`config.mk`:
```
export PLATFORM = sky130hd
export DESIGN_NAME = tcw_addr
export DESIGN_NICKNAME = d
export VERILOG_FILES = /design/src/hdl/tcw_pkg.sv /design/src/hdl/tcw_addr.sv
export SDC_FILE = /design/constraint.sdc
export NUM_CORES = 1
export LEC_CHECK = 0
export BUFFER_PORTS_ARGS = -buffer_cell sky130_fd_sc_hd__buf_2
export CORE_UTILIZATION = 47
export DETAILED_ROUTE_END_ITERATION = 8
export PLACE_DENSITY = 0.82
export SYNTH_ARGS = -nofsm -noshare
export SYNTH_HDL_FRONTEND = slang
export SYNTH_SLANG_ARGS = --single-unit
```
`constraint.sdc`:
```
create_clock -name vclk -period 5.9
set_input_delay 1.18 -clock vclk [all_inputs]
set_output_delay 1.18 -clock vclk [all_outputs]
set_load 0.01 [all_outputs]
```
`src/hdl/tcw_pkg.sv`:
```
// Shared constants and types for the text console character writer.
package tcw_pkg;

   // Screen geometry.
   localparam int COLUMNS = 80;
   localparam int ROWS    = 25;
   localparam int CELLS   = COLUMNS * ROWS;

   // Internal index widths follow from the geometry.
   localparam int COL_W  = $clog2(COLUMNS);
   localparam int ROW_W  = $clog2(ROWS);
   localparam int ADDR_W = $clog2(CELLS);

   // Fixed field widths of the ports.
   localparam int CHAR_W     = 8;
   localparam int COLOR_W    = 8;
   localparam int CELL_W     = CHAR_W + COLOR_W;
   localparam int IN_COL_W   = 7;
   localparam int IN_ROW_W   = 5;
   localparam int POS_W      = 11;

   // Character and cell codes.
   localparam logic [CHAR_W-1:0]  NEWLINE_CODE = 8'd10;
   localparam logic [CELL_W-1:0]  BLANK_CELL   = 16'h0720;
   localparam logic [CELL_W-1:0]  ZERO_CELL    = 16'h0000;
   localparam logic [COLOR_W-1:0] COLOR_RESET  = 8'd7;

   // Command codes.
   localparam logic CMD_PUT  = 1'b0;
   localparam logic CMD_READ = 1'b1;

   // One access to the screen memory.
   typedef struct packed {
      logic              we;
      logic [ADDR_W-1:0] addr;
      logic [CELL_W-1:0] wdata;
   } ram_req_type;

endpackage

```
`src/hdl/tcw_addr.sv`:
```
// Shared address unit: maps a screen row and column to a memory address.
module tcw_addr (
   input  logic [tcw_pkg::ROW_W-1:0]  top_row,
   input  logic [tcw_pkg::ROW_W-1:0]  row,
   input  logic [tcw_pkg::COL_W-1:0]  col,
   output logic [tcw_pkg::ADDR_W-1:0] addr
);
   import tcw_pkg::*;

   logic [ROW_W:0]   row_sum;
   logic [ROW_W-1:0] phys_row;

   // The rows form a ring; top_row is where screen row 0 lives.
   always_comb begin
      row_sum = {1'b0, top_row} + {1'b0, row};
      if (row_sum >= (ROW_W+1)'(ROWS)) begin
         phys_row = ROW_W'(row_sum - (ROW_W+1)'(ROWS));
      end else begin
         phys_row = ROW_W'(row_sum);
      end
      addr = ADDR_W'(phys_row * COLUMNS) + ADDR_W'(col);
   end

endmodule

```
==> impl_metrics.sql <==
INSERT INTO impl_metrics (metric_group, metric, value, unit) VALUES
('run_status', 'status', 'finished with violations', ''),
('run_status', 'failed_checks', 'negative setup slack', ''),
('placement', 'post_dp_cell_area', '970', 'um^2'),
('global_route', 'antenna_found_initial', '0', ''),
('placement', 'gp_congestion', '0.775', ''),
('timing', 'final.min_clock_period', '6.32', 'ns'),
('cells_and_area', 'final_layout_size_suffix_gt1_share', '55.4', '%'),
('pwr', 'leakage', '0.547', 'nW'),
('global_route', 'grt_pass1_wl', '2980', 'um'),
('timing', 'grt_setup_unrepaired', 'yes', ''),
('die', 'starting_density_of_the_core', '50.7', '%'),
('die', 'die_w', '39.7', 'um'),
('yosys', 'synth_top_cells_by_count', '16 x sky130_fd_sc_hd__ha_1, 8 x sky130_fd_sc_hd__xnor2_1, 6 x sky130_fd_sc_hd__a21oi_1', ''),
('setup_path', 'startpoint_types', 'input port', ''),
('timing', 'slew_headroom', '70.8', '%'),
('timing', 'setup_viol', '2', ''),
('drt', 'route.detailed.vias_per_inst', '5.57', ''),
('yosys', 'post-synth-top-area-fraction', '30.0', '%'),
('drt', 'route.final.wire_length', '2080', 'um'),
('placement', 'port_buffers', '20', ''),
('setup_path', 'critical_path_required_time', '4.72', 'ns'),
('die', 'placement_rows', '13', ''),
('setup_path', 'crit_path_max_fo', '3', ''),
('cells_and_area', 'final_core_utilization', '83.3', '%'),
('die', 'floorplan.die_area', '1580', 'um^2'),
('yosys', 'synth.lib_cells_used.distinct', '29', ''),
('cells_and_area', 'sequential_cell_area', '0', 'um^2'),
('timing', 'tightest_slew', '0.436', 'ns'),
('drt', 'first_pass_iters', '4', ''),
('drt', 'drt_iter0_markers', '12', ''),
('yosys', 'seq_area_frac_synth', '0', '%'),
('cells_and_area', 'insertedDiodeCount', '0', ''),
('die', 'core_area', '1320', 'um^2'),
('die', 'boundaryPins', '28', ''),
('timing', 'max_freq', '158', 'MHz'),
('placement', 'dp_hpwl', '1370', 'um'),
('cells_and_area', 'nClkBuffers', '0', ''),
('drt', 'detail-route-antenna-nets', '0', ''),
('drt', 'drt-wirelength-per-cell', '15.3', 'um'),
('global_route', 'largest_net_degree_at_the_start_of_global_routing', '6', ''),
('hold_path', 'hold_class', 'input port to output pin', ''),
('setup_path', 'critical_path.startpoint', 'row[0]', ''),
('yosys', 'netlist_instances', '78', ''),
('cells_and_area', 'areaGrowthSynthToFinish', '64.2', '%'),
('timing', 'timing_max_transition_violations_final', '0', ''),
('drt', 'num_vias', '757', ''),
('job', 'max_cap_violations', '0', ''),
('yosys', 'synth_top_area_cell', 'sky130_fd_sc_hd__ha_1', ''),
('yosys', 'yosys_warnings', '0', ''),
('yosys', 'mappedNetlistNets', '114', ''),
('yosys', 'syn_area_per_cell', '8.57', 'um^2'),
('cells_and_area', 'design_area', '1100', 'um^2'),
('global_route', 'track_usage', '27.2', '%'),
('die', 'fp.dieH', '39.7', 'um'),
('yosys', 'post-synth-top-count-cell', 'sky130_fd_sc_hd__ha_1', ''),
('setup_path', 'crit_path_capture_type', 'output pin', ''),
('setup_path', 'critical_path_class', 'input port to output pin', ''),
('hold_path', 'worstHoldPathCells', '0', ''),
('global_route', 'vias_in_the_first_global_route', '733', ''),
('pwr', 'power.ir.vdd_worst', '0.406', 'mV'),
('cells_and_area', 'seq_cell_count', '0', ''),
('global_route', 'globalRouteOverflowTotal', '0', ''),
('drt', 'remaining_drc_errors', '0', ''),
('pwr', 'powerDensity', '485', 'nW/um^2'),
('yosys', 'synth.top_cells.by_area', 'sky130_fd_sc_hd__ha_1 30%, sky130_fd_sc_hd__xnor2_1 10%, sky130_fd_sc_hd__fa_1 9.0%, sky130_fd_sc_hd__a21oi_1 4.5%, sky130_fd_sc_hd__buf_4 4.5%', ''),
('timing', 'finalHoldViolCount', '0', ''),
('yosys', 'synthesis.area', '668', 'um^2'),
('setup_path', 'arrival', '5.14', 'ns'),
('cells_and_area', 'num-nets-final', '159', ''),
('timing', 'layout_worst_path_cycle_share', '107', '%'),
('timing', 'setup_ws', '-0.420', 'ns'),
('timing', 'whs', '2.36', 'ns'),
('setup_path', 'crit_path_end', 'addr[10]', ''),
('placement', 'place_worst_setup_slack', '-0.473', 'ns');
[cell families after synthesis]
family | Yosys count | synth area share, %
muxes | 2 | 5.06
and+or+nand+nor | 15 | 12.2
xor gates and xnor gates | 10 | 13.1
AOI/OAI and AO/OA | 23 | 23.4
adders and majority gates | 19 | 39.0
buffers and inverters | 9 | 7.30
[area by class of cell]
type                            count  area, um^2
Multi-Input combinational cell     69         741
Timing Repair Buffer               47         319
Fill cell                          79         220
Inverter                            5        18.8
Tap cell                           15        18.8
[worst min-delay path by stage]
stage,start,endpoint
detailed placement,col[0],addr[0]
floorplan,col[0],addr[0]
global placement,col[0],addr[0]
finish,col[1],addr[1]
global route,col[1],addr[1]
CTS,col[0],addr[0]
[cells in the final DEF (no fill, tap or decap), drive strengths merged, types with 5 or more instances in the layout]
cell type,netlist,final
buf,4,47
ha,16,16
xnor2,8,8
a21oi,6,6
inv,5,5
o21ai,5,5
[power breakdown]
part	internal, W	switching (W)
Sequential	0	0
Combinational	0.000281	0.000250
Clock	0	0
[routing by layer]
layer  GRT usage [%]  wire (um)  vias up
li1                -          -      375
met1            28.2        830      352
met4            12.9         73        0
met3            2.84         65       10
met5               0          0        -
met2            52.5       1110       20
[timing repair]
item | in CTS | in global routing
pin swaps | 14 | 10
endpoints found under the hold margin | 0 | 0
endpoints found under the setup margin | 2 | 3
buffers inserted | 5 | 2
hold buffers | 0 | 0
gates resized for setup | 12 | 7
[per-stage QoR]
step,total power (W),TNS (ns),instances
2_1_floorplan,0.000271,-0.0803,78
4_1_cts,0.000468,-0.342,134
3_3_place_gp,0.000420,-0.402,130
5_1_grt,0.000576,-0.823,136
6_report,0.000532,-0.507,136
3_5_place_dp,0.000438,-0.580,130
[critical path, stage by stage]
cell and delay, ns:
sky130_fd_sc_hd__buf_6 0.10, sky130_fd_sc_hd__ha_4 0.15, sky130_fd_sc_hd__fa_1 0.49, sky130_fd_sc_hd__inv_2 0.12
sky130_fd_sc_hd__ha_4 0.15, sky130_fd_sc_hd__inv_2 0.04, sky130_fd_sc_hd__o31a_1 0.29, sky130_fd_sc_hd__a41o_1 0.27
sky130_fd_sc_hd__nor2_2 0.18, sky130_fd_sc_hd__mux2_4 0.34, sky130_fd_sc_hd__ha_4 0.23, sky130_fd_sc_hd__ha_4 0.16
sky130_fd_sc_hd__fa_2 0.58, sky130_fd_sc_hd__nand2_4 0.07, sky130_fd_sc_hd__nor2b_4 0.14, sky130_fd_sc_hd__o21ai_2 0.07
sky130_fd_sc_hd__a221oi_2 0.28, sky130_fd_sc_hd__xnor2_1 0.15, sky130_fd_sc_hd__buf_2 0.15
(Power assumes the default switching activity.)
